File: config.mk
export PLATFORM = sky130hd
export DESIGN_NAME = vpad_merge
export DESIGN_NICKNAME = d
export VERILOG_FILES = /design/src/hdl/vpad_pkg.sv /design/src/hdl/vpad_merge.sv
export SDC_FILE = /design/constraint.sdc
export NUM_CORES = 1
export LEC_CHECK = 0
export BUFFER_PORTS_ARGS = -buffer_cell sky130_fd_sc_hd__buf_2
export CAP_MARGIN = 20
export CELL_PAD_IN_SITES_DETAIL_PLACEMENT = 1
export CELL_PAD_IN_SITES_GLOBAL_PLACEMENT = 2
export CORE_MARGIN = 2
export CORE_UTILIZATION = 33
export DETAILED_ROUTE_END_ITERATION = 7
export PLACE_DENSITY_LB_ADDON = 0.1
export SKIP_LAST_GASP = 1
export SYNTH_ARGS = -nofsm -noshare
export SYNTH_HDL_FRONTEND = slang
export SYNTH_SLANG_ARGS = --single-unit
File: constraint.sdc
create_clock -name clk_i -period 3.5 [get_ports clk_i]
set_clock_uncertainty 0.2 [all_clocks]
set_input_delay 0.7 -clock clk_i [delete_from_list [all_inputs] [get_ports clk_i]]
set_output_delay 0.7 -clock clk_i [all_outputs]
set_load 0.01 [all_outputs]
File: src/hdl/vpad_pkg.sv
package vpad_pkg;

  localparam int unsigned COORD_WIDTH_DEF     = 16;
  localparam int unsigned ANGLE_FRAC_BITS_DEF = 7;
  localparam int unsigned HALFCIRCLE          = 180;
  localparam int unsigned ACC_FRAC            = 16;
  localparam int unsigned STAGES              = 23;
  localparam int unsigned PRESHIFT_BASE       = 45;
  localparam int unsigned CORD_W              = 48;  // x/y datapath, signed
  localparam int unsigned ZACC_W              = 26;  // angle accumulator, signed
  localparam int unsigned OUT_W               = 16;  // result field width
  // prep + CORDIC stages + fold + round
  localparam int unsigned LANE_REGS           = STAGES + 3;

  // atan(2^-i) in degrees times 2^16, rounded to nearest
  function automatic logic [ZACC_W-1:0] atan_lut(input int unsigned idx);
    logic [ZACC_W-1:0] v;
    case (idx)
      0:       v = ZACC_W'(2949120);
      1:       v = ZACC_W'(1740967);
      2:       v = ZACC_W'(919879);
      3:       v = ZACC_W'(466945);
      4:       v = ZACC_W'(234379);
      5:       v = ZACC_W'(117304);
      6:       v = ZACC_W'(58666);
      7:       v = ZACC_W'(29335);
      8:       v = ZACC_W'(14668);
      9:       v = ZACC_W'(7334);
      10:      v = ZACC_W'(3667);
      11:      v = ZACC_W'(1833);
      12:      v = ZACC_W'(917);
      13:      v = ZACC_W'(458);
      14:      v = ZACC_W'(229);
      15:      v = ZACC_W'(115);
      16:      v = ZACC_W'(57);
      17:      v = ZACC_W'(29);
      18:      v = ZACC_W'(14);
      19:      v = ZACC_W'(7);
      20:      v = ZACC_W'(4);
      21:      v = ZACC_W'(2);
      22:      v = ZACC_W'(1);
      default: v = '0;
    endcase
    return v;
  endfunction

endpackage

File: src/hdl/vpad_merge.sv
// Combine both lane angles: absolute gap, mask to field width, register.
module vpad_merge #(
  parameter int unsigned ANG_W = vpad_pkg::ANGLE_FRAC_BITS_DEF + 9
) (
  input  logic                        clk_i,
  input  logic                        en_i,
  input  logic [ANG_W-1:0]            a1_i,
  input  logic [ANG_W-1:0]            a2_i,
  output logic [3*vpad_pkg::OUT_W-1:0] res_o
);

  localparam int unsigned OW = vpad_pkg::OUT_W;

  logic [ANG_W-1:0]  gap_d;
  logic [3*OW-1:0]   res_q;

  always_comb begin
    gap_d = (a1_i >= a2_i) ? (a1_i - a2_i) : (a2_i - a1_i);
  end

  always_ff @(posedge clk_i) begin
    if (en_i) begin
      res_q <= {OW'(gap_d), OW'(a2_i), OW'(a1_i)};
    end
  end

  assign res_o = res_q;

endmodule

==> impl_results.md <==
- Portion of synthesized cell area occupied by the leading cell type: 49.38%
- Sequential cell area fraction in the yosys report: 49.38%
- Hpwl dp: 5.585 mm
- Number of instances resized during post-cts repair: 0
- Required arrival time at the worst endpoint: 3.36 ns
- Number of antenna violations at the first check in global routing: 0
- Number of H-tree levels: 2
- Detail-routed net length per standard cell: 15.50 um
- Initial detailed-routing violation count: 71
- Final critical path time including I/O delays and setup: 2.954 ns
- Max-Slew Margin vs Limit: 56.67%
- Result of the run: finished clean
- Vias in the first global route: 2356
- Clock tree from TritonCTS: built
- Post-layout utilization of the core: 41.79%
- Library cell occupying the most area in the post-synthesis netlist: edfxtp_1
- Avg Cell Area, Syn: 11.31 um2
- Initial core utilization: 33.80%
- VDD IR-drop max: 0.1437 mV
- Die boundary height: 98.05 um
- Number of failing hold endpoints at the final stage: 0
- Relative area change from synthesis to final layout: 23.62%
- Synthesized net count: 325
- Layout Nets: 415
- Number of maximum-capacitance constraint violations: 0
- Root buffer selected by CTS: clkbuf_8
- Die Area: 9614 um2
- Maximum clock rate: 338.5 MHz
- Top-level port count: 82
- Max reg flops: 48
- Num rows: 34
- Cell total after placement: 449
- Post-synth cell types: 37
- Flip-flop cell with the highest count after synthesis: edfxtp_1
- Routability congestion estimate from global placement: 0.8563
- Count of final setup violators: 0
- EDFF count, synth: 48
- First-pass GRT wire length: 11.82 mm
- Share of final-layout standard cells stronger than drive strength 1: 28.94%
- Clock Sinks: 48
- Number of synthesized register bits: 48
- Hold bufs inserted after CTS: 0
- Area contributors post-synth: edfxtp_1 (49%), ha_1 (13%), mux2i_1 (4.8%)
- Buffers inserted by post-CTS timing repair: 0
- 1st-pass router iterations: 4
- Unrepaired setup endpoints after global routing: no
- Ys Warns: 0
- Num CTS Buffers: 5
- CORE AREA: 8636 um2
- Launching instance or port of the critical path: a1_i[3]
- Deepest clock path buffer count: 2
- Worst slack at placement: 0.2146 ns
- Maximum number of pins on one net before global-route repair: 27
- Global router's overall resource usage: 15.36%
- Launching element type of the critical path: input port
- Number of remaining DRC errors: 0
- Fraction of registers with async set or reset after synthesis: 0%
- Die width: 98.05 um
- Count of mapped cells out of synthesis: 258
- Setup tns final: 0 ns
- Final worst-path setup slack: 0.5462 ns
- Post-Synthesis Cell Area: 2919 um2
- Worst min-delay path class: in -> reg
- Routed via count divided by cell count: 4.827
- Most frequent cells in the layout: buf_2 (81), edfxtp_1 (48), inv_1 (34)
- Clock transition time at the flip-flop clock pins of the worst setup and hold paths: 0.10 ns
- Leakage power: 1.663 nW
- ANT cells: 0
- Commonest non-fill, non-tap cell in the layout: buf_2
- Antenna Violating Nets Remaining: 0
- Final slew viol count: 0
- Remaining global-route overflow: 0
- Quantity of I/O buffers inserted on ports: 81
- Final standard cell count with taps included and fillers excluded: 457
- Highest fanout seen on the critical path: 7
- Worst setup path category: in -> reg
- Slew of the pin with the lowest slew margin: 0.6500 ns
- CP arrival: 2.81 ns
- Via count: 2206
- Power per cell area: 437.4 nW/um2
- Tcrit/Tclk final: 84.39%
- Capturing element of the worst setup path: res_o[42]
- Routed wire length: 7.082 mm
- Worst Setup End Kind: flop
cell usage after synthesis (2+ instances only):
master     n
o21ai_0   16
xnor2_1    7
nor2b_1    6
a211oi_1   3
mux2i_1   14
edfxtp_1  48
nand4_1    3
inv_1     34
clkbuf_2   2
nand2_1   14
fa_1       2
ha_1      31
a21oi_1   24
nand3_1    2
buf_2      2
nor2_1     8
a31oi_1    4
o21bai_1   3
o21a_1     2
xor2_1     7
nand2b_1   3
a21o_1     6
o211ai_1   2
a21boi_0   2
power breakdown:
group | switching [W] | total (W) | internal, W
clock | 0.000197 | 0.000409 | 0.000212
combinational | 0.000250 | 0.000433 | 0.000183
sequential | 0.0000181 | 0.000736 | 0.000718
total | 0.000466 | 0.00158 | 0.00111
area by class of cell:
class / instances / area [um2]
multi-input cells: 170 / 1315
well taps: 108 / 135.1
flip-flops and latches: 48 / 1441
fillers: 1003 / 5027
clock buffers: 5 / 68.82
repair buffers: 89 / 478.0
clock inverters: 3 / 42.54
inverters: 34 / 127.6
critical path, stage by stage:
cell and delay (ns):
buf_2 0.10, inv_1 0.04, ha_1 0.38, nor2b_1 0.18, a221oi_2 0.32, o21ai_0 0.19, a21boi_0 0.45, o21a_1 0.20
mux2i_1 0.10, xor2_1 0.15
how the worst min path moves through the flow:
stage	from	end	slack (ns)	depth (start not counted)
global placement	a2_i[15]	res_o[31]	0.69	1
floorplan	a1_i[0]	res_o[0]	0.60	0
finish	a2_i[15]	res_o[31]	0.39	1
detailed placement	a2_i[15]	res_o[31]	0.70	1
CTS	a2_i[15]	res_o[31]	0.38	1
global route	a1_i[15]	res_o[15]	0.37	1
cell families (layout without fill, tap and decap cells):
logic type | count (synthesis) | count (layout) | share of synthesized area [%]
AO/OA/AOI/OAI | 68 | 68 | 14.36
flip-flops | 48 | 48 | 49.38
AND/OR/NAND/NOR | 40 | 40 | 6.645
buffers and inverters | 40 | 131 | 5.572
adder cells (fa/ha/maj) | 33 | 33 | 14.66
multiplexers | 15 | 15 | 5.186
XOR/XNOR | 14 | 14 | 4.201
metrics by stage:
stage                     hold slack [ns]  power (W)  cell area (um2)
after global routing               0.3749   0.001671             3608
after global placement             0.6927   0.001182             3497
after floorplan                    0.5989   0.001008             2919
final                              0.3914   0.001578             3608
after CTS                          0.3814   0.001605             3608
after detailed placement           0.7007   0.001186             3497
layer usage:
layer	GRT usage [%]	routed length [um]
met5	0	0
met4	3.205	70
met3	2.863	288
met2	25.45	3272
met1	21.09	3450
No activity file was read; power rests on OpenSTA's default activity.
